$ cat src/assert_macros.svh
// Assertion helpers used by the datapath RTL.
`ifndef ASSERT_MACROS_SVH
`define ASSERT_MACROS_SVH

// Same-cycle implication.
`define ASSERT_IMP(label, clk, rst_n, ante, cons, msg) \
    label: assert property (@(posedge clk) disable iff (!(rst_n)) (ante) |-> (cons)) \
        else $error(msg);

// Next-cycle implication.
`define ASSERT_NXT(label, clk, rst_n, ante, cons, msg) \
    label: assert property (@(posedge clk) disable iff (!(rst_n)) (ante) |=> (cons)) \
        else $error(msg);

`endif

$ cat src/tcts_pkg.sv
// ----------------------------------------------------------------------------
// tcts_pkg
// Types and constants of the three-channel tone sequencer.
// ----------------------------------------------------------------------------
package tcts_pkg;

    localparam int CHANNELS   = 3;
    localparam int RATE_MIN   = 205;
    localparam int RATE_MAX   = 32768;
    localparam int RATE_RESET = 2830;

    localparam logic [2:0] CFG_RATE  = 3'd0;
    localparam logic [2:0] CFG_LOOP  = 3'd1;
    localparam logic [2:0] CFG_TOTAL = 3'd2;
    localparam logic [2:0] CFG_CNT0  = 3'd3;
    localparam logic [2:0] CFG_CNT1  = 3'd4;
    localparam logic [2:0] CFG_CNT2  = 3'd5;

    typedef enum logic [2:0] {
        CMD_LOAD     = 3'd0,
        CMD_PLAY     = 3'd1,
        CMD_SWITCH   = 3'd2,
        CMD_STOP     = 3'd3,
        CMD_MS       = 3'd4,
        CMD_REASSERT = 3'd5,
        CMD_STATUS   = 3'd6
    } t_cmd;

    typedef enum logic [1:0] {
        KIND_TONE    = 2'd0,
        KIND_ENABLE  = 2'd1,
        KIND_SILENCE = 2'd2,
        KIND_STATUS  = 2'd3
    } t_kind;

    typedef struct packed {
        logic  latch_in;
        logic  mem_write;
        logic  rd_first;
        logic  rd_cursor;
        logic  restart_ch;
        logic  restart_glb;
        logic  play_clr;
        logic  set_active;
        logic  clr_active;
        logic  accum;
        logic  ch_clr;
        logic  ch_inc;
        logic  ch_load;
        logic  tick_dec;
        logic  fire_a;
        logic  fire_b;
        logic  set_exh;
        logic  frame_inc;
        logic  loop_inc;
        logic  emit;
        t_kind emit_kind;
        logic  emit_last;
    } t_dp_cmd;

    typedef struct packed {
        t_cmd cmd;
        logic ch_ok;
        logic idx_ok;
        logic active;
        logic tick;
        logic last_ch;
        logic can_fire;
        logic cur_lt;
        logic fired;
        logic later_fired;
        logic loop_due;
        logic out_busy;
    } t_dp_sts;

endpackage

$ cat src/tcts_ctrl.sv
// ----------------------------------------------------------------------------
// tcts_ctrl
// Sequencer controller: decodes items and steps the datapath through
// restart, tick and result phases.
// ----------------------------------------------------------------------------
module tcts_ctrl (
    input  logic              i_clk,
    input  logic              i_rst_n,
    input  logic              i_in_valid,
    output logic              o_in_ready,
    input  tcts_pkg::t_dp_sts i_sts,
    output tcts_pkg::t_dp_cmd o_cmd
);

    typedef enum logic [3:0] {
        S_IDLE, S_DEC, S_RST_RD, S_RST_WR, S_EM_ENA, S_EM_SIL, S_EM_ONE,
        S_MS_CHK, S_TK_CH, S_TK_LOOP, S_TK_A, S_TK_B, S_TK_C, S_TK_FR,
        S_TK_EM, S_TK_LP
    } t_state;

    typedef enum logic [1:0] {CTX_PLAY, CTX_SWITCH, CTX_LOOP} t_ctx;

    t_state r_state, n_state;
    t_ctx   r_ctx, n_ctx;
    tcts_pkg::t_kind r_kind, n_kind;
    logic   r_in_ready;

    always_comb begin
        n_state = r_state;
        n_ctx   = r_ctx;
        n_kind  = r_kind;
        o_cmd   = '0;
        case (r_state)
            S_IDLE: begin
                if (i_in_valid && r_in_ready) begin
                    o_cmd.latch_in = 1'b1;
                    n_state = S_DEC;
                end
            end
            S_DEC: begin
                n_state = S_IDLE;
                case (i_sts.cmd)
                    tcts_pkg::CMD_LOAD: begin
                        o_cmd.mem_write = i_sts.ch_ok && i_sts.idx_ok;
                    end
                    tcts_pkg::CMD_PLAY: begin
                        o_cmd.play_clr   = 1'b1;
                        o_cmd.set_active = 1'b1;
                        o_cmd.ch_clr     = 1'b1;
                        n_ctx   = CTX_PLAY;
                        n_state = S_RST_RD;
                    end
                    tcts_pkg::CMD_SWITCH: begin
                        o_cmd.set_active = 1'b1;
                        o_cmd.ch_clr     = 1'b1;
                        n_ctx   = CTX_SWITCH;
                        n_state = S_RST_RD;
                    end
                    tcts_pkg::CMD_STOP: begin
                        o_cmd.clr_active = 1'b1;
                        n_kind  = tcts_pkg::KIND_SILENCE;
                        n_state = S_EM_ONE;
                    end
                    tcts_pkg::CMD_MS: begin
                        if (i_sts.active) begin
                            o_cmd.accum = 1'b1;
                            n_state = S_MS_CHK;
                        end
                    end
                    tcts_pkg::CMD_REASSERT: begin
                        if (i_sts.active && i_sts.ch_ok) begin
                            o_cmd.ch_load = 1'b1;
                            n_kind  = tcts_pkg::KIND_TONE;
                            n_state = S_EM_ONE;
                        end
                    end
                    tcts_pkg::CMD_STATUS: begin
                        n_kind  = tcts_pkg::KIND_STATUS;
                        n_state = S_EM_ONE;
                    end
                    default: ;
                endcase
            end
            S_RST_RD: begin
                o_cmd.rd_first = 1'b1;
                n_state = S_RST_WR;
            end
            S_RST_WR: begin
                o_cmd.restart_ch = 1'b1;
                if (i_sts.last_ch) begin
                    o_cmd.restart_glb = 1'b1;
                    n_state = (r_ctx == CTX_PLAY) ? S_EM_ENA : S_IDLE;
                end else begin
                    o_cmd.ch_inc = 1'b1;
                    n_state = S_RST_RD;
                end
            end
            S_EM_ENA: begin
                if (!i_sts.out_busy) begin
                    o_cmd.emit      = 1'b1;
                    o_cmd.emit_kind = tcts_pkg::KIND_ENABLE;
                    n_state = S_EM_SIL;
                end
            end
            S_EM_SIL: begin
                if (!i_sts.out_busy) begin
                    o_cmd.emit      = 1'b1;
                    o_cmd.emit_kind = tcts_pkg::KIND_SILENCE;
                    o_cmd.emit_last = 1'b1;
                    n_state = S_IDLE;
                end
            end
            S_EM_ONE: begin
                if (!i_sts.out_busy) begin
                    o_cmd.emit      = 1'b1;
                    o_cmd.emit_kind = r_kind;
                    o_cmd.emit_last = 1'b1;
                    n_state = S_IDLE;
                end
            end
            S_MS_CHK: begin
                if (i_sts.tick) begin
                    o_cmd.ch_clr = 1'b1;
                    n_state = S_TK_CH;
                end else begin
                    n_state = S_IDLE;
                end
            end
            S_TK_CH: begin
                o_cmd.tick_dec = 1'b1;
                n_state = S_TK_LOOP;
            end
            S_TK_LOOP: begin
                if (i_sts.can_fire) begin
                    o_cmd.rd_cursor = 1'b1;
                    n_state = S_TK_A;
                end else if (i_sts.last_ch) begin
                    n_state = S_TK_FR;
                end else begin
                    o_cmd.ch_inc = 1'b1;
                    n_state = S_TK_CH;
                end
            end
            S_TK_A: begin
                o_cmd.fire_a = 1'b1;
                n_state = S_TK_B;
            end
            S_TK_B: begin
                if (i_sts.cur_lt) begin
                    o_cmd.rd_cursor = 1'b1;
                    n_state = S_TK_C;
                end else begin
                    o_cmd.set_exh = 1'b1;
                    n_state = S_TK_LOOP;
                end
            end
            S_TK_C: begin
                o_cmd.fire_b = 1'b1;
                n_state = S_TK_LOOP;
            end
            S_TK_FR: begin
                o_cmd.frame_inc = 1'b1;
                o_cmd.ch_clr    = 1'b1;
                n_state = S_TK_EM;
            end
            S_TK_EM: begin
                if (!i_sts.fired || !i_sts.out_busy) begin
                    if (i_sts.fired) begin
                        o_cmd.emit      = 1'b1;
                        o_cmd.emit_kind = tcts_pkg::KIND_TONE;
                        o_cmd.emit_last = !i_sts.later_fired;
                    end
                    if (i_sts.last_ch) begin
                        n_state = S_TK_LP;
                    end else begin
                        o_cmd.ch_inc = 1'b1;
                    end
                end
            end
            S_TK_LP: begin
                if (i_sts.loop_due) begin
                    o_cmd.loop_inc = 1'b1;
                    o_cmd.ch_clr   = 1'b1;
                    n_ctx   = CTX_LOOP;
                    n_state = S_RST_RD;
                end else begin
                    n_state = S_IDLE;
                end
            end
            default: n_state = S_IDLE;
        endcase
    end

    always_ff @(posedge i_clk) begin
        if (!i_rst_n) begin
            r_state    <= S_IDLE;
            r_ctx      <= CTX_PLAY;
            r_kind     <= tcts_pkg::KIND_TONE;
            r_in_ready <= 1'b0;
        end else begin
            r_state    <= n_state;
            r_ctx      <= n_ctx;
            r_kind     <= n_kind;
            r_in_ready <= n_state == S_IDLE;
        end
    end

    assign o_in_ready = r_in_ready && (r_state == S_IDLE);

endmodule

$ cat config.mk
export PLATFORM = sky130hd
export DESIGN_NAME = tcts_ctrl
export DESIGN_NICKNAME = d
export VERILOG_FILES = /design/src/assert_macros.svh /design/src/tcts_pkg.sv /design/src/tcts_ctrl.sv
export SDC_FILE = /design/constraint.sdc
export NUM_CORES = 1
export LEC_CHECK = 0
export BUFFER_PORTS_ARGS = -buffer_cell sky130_fd_sc_hd__buf_2
export CORE_MARGIN = 5
export CORE_UTILIZATION = 35
export CTS_CLUSTER_DIAMETER = 120
export DETAILED_ROUTE_END_ITERATION = 16
export GPL_TIMING_DRIVEN = 1
export SYNTH_ARGS = -nofsm -noshare
export SYNTH_HDL_FRONTEND = slang
export SYNTH_SLANG_ARGS = --single-unit
export TNS_END_PERCENT = 50
$ cat constraint.sdc
create_clock -name i_clk -period 4.9 [get_ports i_clk]
set_clock_uncertainty 0.15 [all_clocks]
set_input_delay 0.49 -clock i_clk [delete_from_list [all_inputs] [get_ports i_clk]]
set_output_delay 0.49 -clock i_clk [all_outputs]
set_load 0.005 [all_outputs]
Word-level counts from Yosys, hierarchy flattened:

Cells that the tools add are included.

* reductions and logical operators: 20
* multiplexer cells: 61
* equal/unequal tests: 24

Operators with widths (number)
* 4-bit case mux with 14 select lines: 1
* 4-bit two-way mux: 12
* 4-bit == test, second input constant: 8
* 1-bit two-way mux: 28
* 3-bit case mux with 4 select lines: 2
* 3-bit two-way mux: 7
* 4-bit by 3-bit == test with 1-bit output, second input constant: 4
* 3-bit == test, second input constant: 3
* 4-bit by 2-bit == test with 1-bit output, second input constant: 2
* 4-bit zero test: 2
* 2-bit two-way mux: 4
* 2-bit case mux with 2 select lines: 2
* 2-bit OR reduction: 4
* 3-bit by 2-bit == test with 1-bit output, second input constant: 2
* 1-bit case mux with 3 select lines: 2
* 2-bit case mux with 3 select lines: 1
* 3-bit AND reduction: 2
* 4-bit by 1-bit == test with 1-bit output, second input constant: 1
* 1-bit logical AND: 4
* 2-bit != test, second input constant: 2
* 1-bit case mux with 4 select lines: 1
* 3-bit by 1-bit == test with 1-bit output, second input constant: 1
* 1-bit zero test: 3
* 3-bit zero test: 1
* 6 further kinds: 6

* bits in registers: 9
* word-level logic and storage cells: 109
* output and inout port bits: 24
* input port bits: 17

Longest topological paths before layout:

* depth in word-level cells: 5
* mapped depth: 7
* depth with buffers taken out: 5

Worst setup path after synthesis:

OpenSTA, ideal clock, no wires.

* path type: register -> output
* start point: register r_state[3]
* end point: output port o_cmd[21] (netlist bit)
* arrival: 1322 ps
* setup slack: 2938 ps
* cell stages (with the launch flop): 5
* required time: 4260 ps
* path buffers: 1
* path through: dfxtp_1 buf_6 or4b_4 nor2_8 and4_1

RTL lines
* from (decl): line tcts_ctrl.sv:23 `t_state r_state, n_state;`
* from (signal assigned): line tcts_ctrl.sv:201 `r_state <= n_state;`
* to (decl): line tcts_ctrl.sv:12 `output tcts_pkg::t_dp_cmd o_cmd`

==> out/metrics.yaml <==
grt:
  grt_pass1_wl_um: 4540
  grt-ovfl-total: 0
  grt_usage_pct: 15.7
  gr-usage-met1_pct: 21.4
  antenna_found_initial: 0
  first_global_vias: 1034
  grt_max_degree: 21
  globalRoute.busiestLayer: "met2"
  use_met3_pct: 4.75
  grt_use_met2_pct: 23.3
sta:
  max_slew.worst_pin.slew_ps: 644
  slew_violations: 0
  fin_crit_ps: 2630
  hold_viol_final: 0
  finalCritPeriodShare_pct: 53.7
  relSlewSlack_pct: 57.0
  whs_ps: 312
  rsz0062_at_grt: "no"
  fin_setup_tns_ps: 0
  fmax_ghz: 0.380
  final-setup-viol-count: 0
  layout_setup_ws_ps: 2270
power_and_ir_drop:
  internal-power_mw: 0.158
  share_comb_of_total_power_pct: 38.8
  p_leak_nw: 0.560
  powerDensity_nw_per_um2: 221
  p_sw_share_pct: 37.8
  seqPwrFrac_pct: 39.6
  clock_power_share_pct: 21.6
  p_sw_mw: 0.0962
  peakVddDrop_v: 0.000165
clock_network:
  clock_latency_ps: 250
  hold_buffers: 0
  post_cts_buffers: 0
  ctsResizeCount: 0
  htree_levels: 1
  cts_num_sinks: 9
  cts_root_buf: "clkbuf_4"
  cts_buffers: 3
  clk_pin_slew_ps: 60
  cts_tree: "built"
  cts.path.max_buffers: 2
hold_path:
  hold_start: "r_ctx[1]"
  hold_depth: 2
  hold_path_class: "reg2reg"
  hold_end: "r_ctx[1]"
critical_path:
  critPathCaptureType: "primary output"
  r2r-start: "r_state[3]"
  arrival_ps: 1990
  r2r_end: "r_in_ready"
  cp.required_ps: 4260
  critPathLaunchType: "flop"
  worst-path-max-fanout: 17
  ff2ff_path_depth: 5
  rrSetupSlack_ps: 2650
  crit_type: "reg2out"
place:
  routabilityCongestion: 0.851
  post_dp_cell_area_um2: 1130
  numPortBuffers: 40
  dpl.hpwl_um: 2170
  place_ws_ps: 2570
logic_synthesis:
  syn_area_per_cell_um2: 6.83
  yosys_warnings: 0
  synth_top_area_share_pct: 19.1
  ys_seq_elements: 9
  synth_enable_flop_cells: 0
  ys_seq_area_share_pct: 19.1
  synthFlopType: "dfxtp_1"
  synth_compound_area_share_pct: 23.8
  syn_inst: 138
  synth.distinct_cells: 45
  yosys-top-cells-area: "dfxtp_1 19%, nand2_1 6.4%, nor2_1 5.6%"
  yosys.area_share.simple_pct: 42.8
  yosys.area_share.adder_pct: 1.06
  synth_top_cell_by_area: "dfxtp_1"
  synth-async-reset-ratio_pct: 0
  synth_area_um2: 942
  synth_top_family_by_area: "simple AND/OR/NAND/NOR gates"
  synthMuxAreaShare_pct: 2.12
  synth_nets: 155
  yosys-top-cells-count: "16 x nand2_1, 14 x nor2_1, 9 x dfxtp_1, 9 x inv_1, 8 x a21oi_1"
  synthXorXnorAreaFrac_pct: 1.86
  yosysMostFrequentCell: "nand2_1"
floorplan:
  dieWidth_um: 61.9
  dieHeight_um: 61.9
  ios: 41
  core_area_um2: 2520
  start_util_pct: 37.4
  placementRows: 18
  die_area_um2: 3830
cells_and_area:
  antenna_cells: 0
  area_growth_pct: 22.3
  drive_gt1_share_pct: 28.1
  final_area_um2: 1150
  n_fill_cell: 274
  layout.nets: 189
run:
  cap_viol_max_count: 0
detailed_routing:
  routed_via_density: 5.31
  ant_nets: 0
  route.detailed.drc: 0
  vias: 1068
  finalWirelength_um: 2750
  wl_per_cell_um: 13.7
  dr.pass1.iters: 4
  first_iter_violations: 53
outcome:
  outcome: "completed"
-- cell families (layout without fill, tap and decap cells) --
kind of cell,count (synthesis),count (layout)
buffers and inverters,20,53
xor gates and xnor gates,2,2
and+or+nand+nor,70,70
DFF,9,9
muxes,2,2
adders and majority gates,1,1
AOI/OAI and AO/OA,34,34
-- layer usage --
metal / wire length, µm / vias up / share of wire, %
li1: - / 559 / -
met1: 1330 / 463 / 48
met2: 1160 / 42 / 42
met3: 228 / 4 / 8.3
met4: 37 / 0 / 1.3
met5: 0 / - / 0
-- stage by stage --
stage | util, % | std cells | power (mW)
5_1_grt | 45.7 | 201 | 0.278
3_5_place_dp | 44.6 | 197 | 0.201
4_1_cts | 45.7 | 201 | 0.257
3_3_place_gp | 44.6 | 197 | 0.199
6_report | 45.7 | 201 | 0.255
2_1_floorplan | - | 138 | 0.169
-- power groups by stage --
stage               registers, mW  clock network (mW)  logic [mW]
finish                      0.101              0.0550      0.0988
global route                0.103              0.0628       0.112
CTS                         0.100              0.0576      0.0993
detailed placement          0.102                   0      0.0987
global placement            0.101                   0      0.0981
floorplan                  0.0854                   0      0.0835
-- placed cells by master (no fill, tap or decap), types with 2 or more instances in the layout --
cell type	n
buf_2	40
nand2_1	16
nor2_1	14
inv_1	9
dfxtp_1	9
a21oi_1	8
nand2b_1	7
o21ai_0	7
and2_1	6
nor3_1	5
a211oi_1	4
nand3_1	4
and3_1	3
clkbuf_4	3
nor2b_1	2
mux2i_1	2
nor4_1	2
xor2_1	2
a22oi_1	2
a31oi_1	2
-- cell type report --
cell class	instances	area, µm²	area share, %
Timing Repair Buffer	40	200	17.4
Inverter	9	33.8	2.93
Tap cell	30	37.5	3.26
Multi-Input combinational cell	109	674	58.5
Clock buffer	4	26.3	2.28
Sequential cell	9	180	15.6
-- state kept, by name (all words and copies together) (netlist names) --
| name | flops |
|---|---|
| r_state | 4 |
| r_ctx | 2 |
| r_in_ready | 1 |
| r_kind | 2 |
-- how the worst max path moves through the flow --
stage                     slack [ps]        from   endpoint  cells past startpoint
after CTS                       2280  r_state[0]  o_cmd[12]                      5
final                           2270  r_state[0]  o_cmd[12]                      5
after floorplan                 2940  r_state[3]  o_cmd[21]                      4
after detailed placement        2570  r_state[0]  o_cmd[12]                      5
after global placement          2630  r_state[0]  o_cmd[21]                      4
after global routing            2120  r_state[0]  o_cmd[12]                      5
-- worst max-delay path, cell delays in order (launching register included) --
cell and delay [ps]:
dfxtp_1 650, or4b_4 600, nor2_8 150, nand2_4 80, o21ai_0 100, buf_2 150
(Power assumes the default switching activity.)
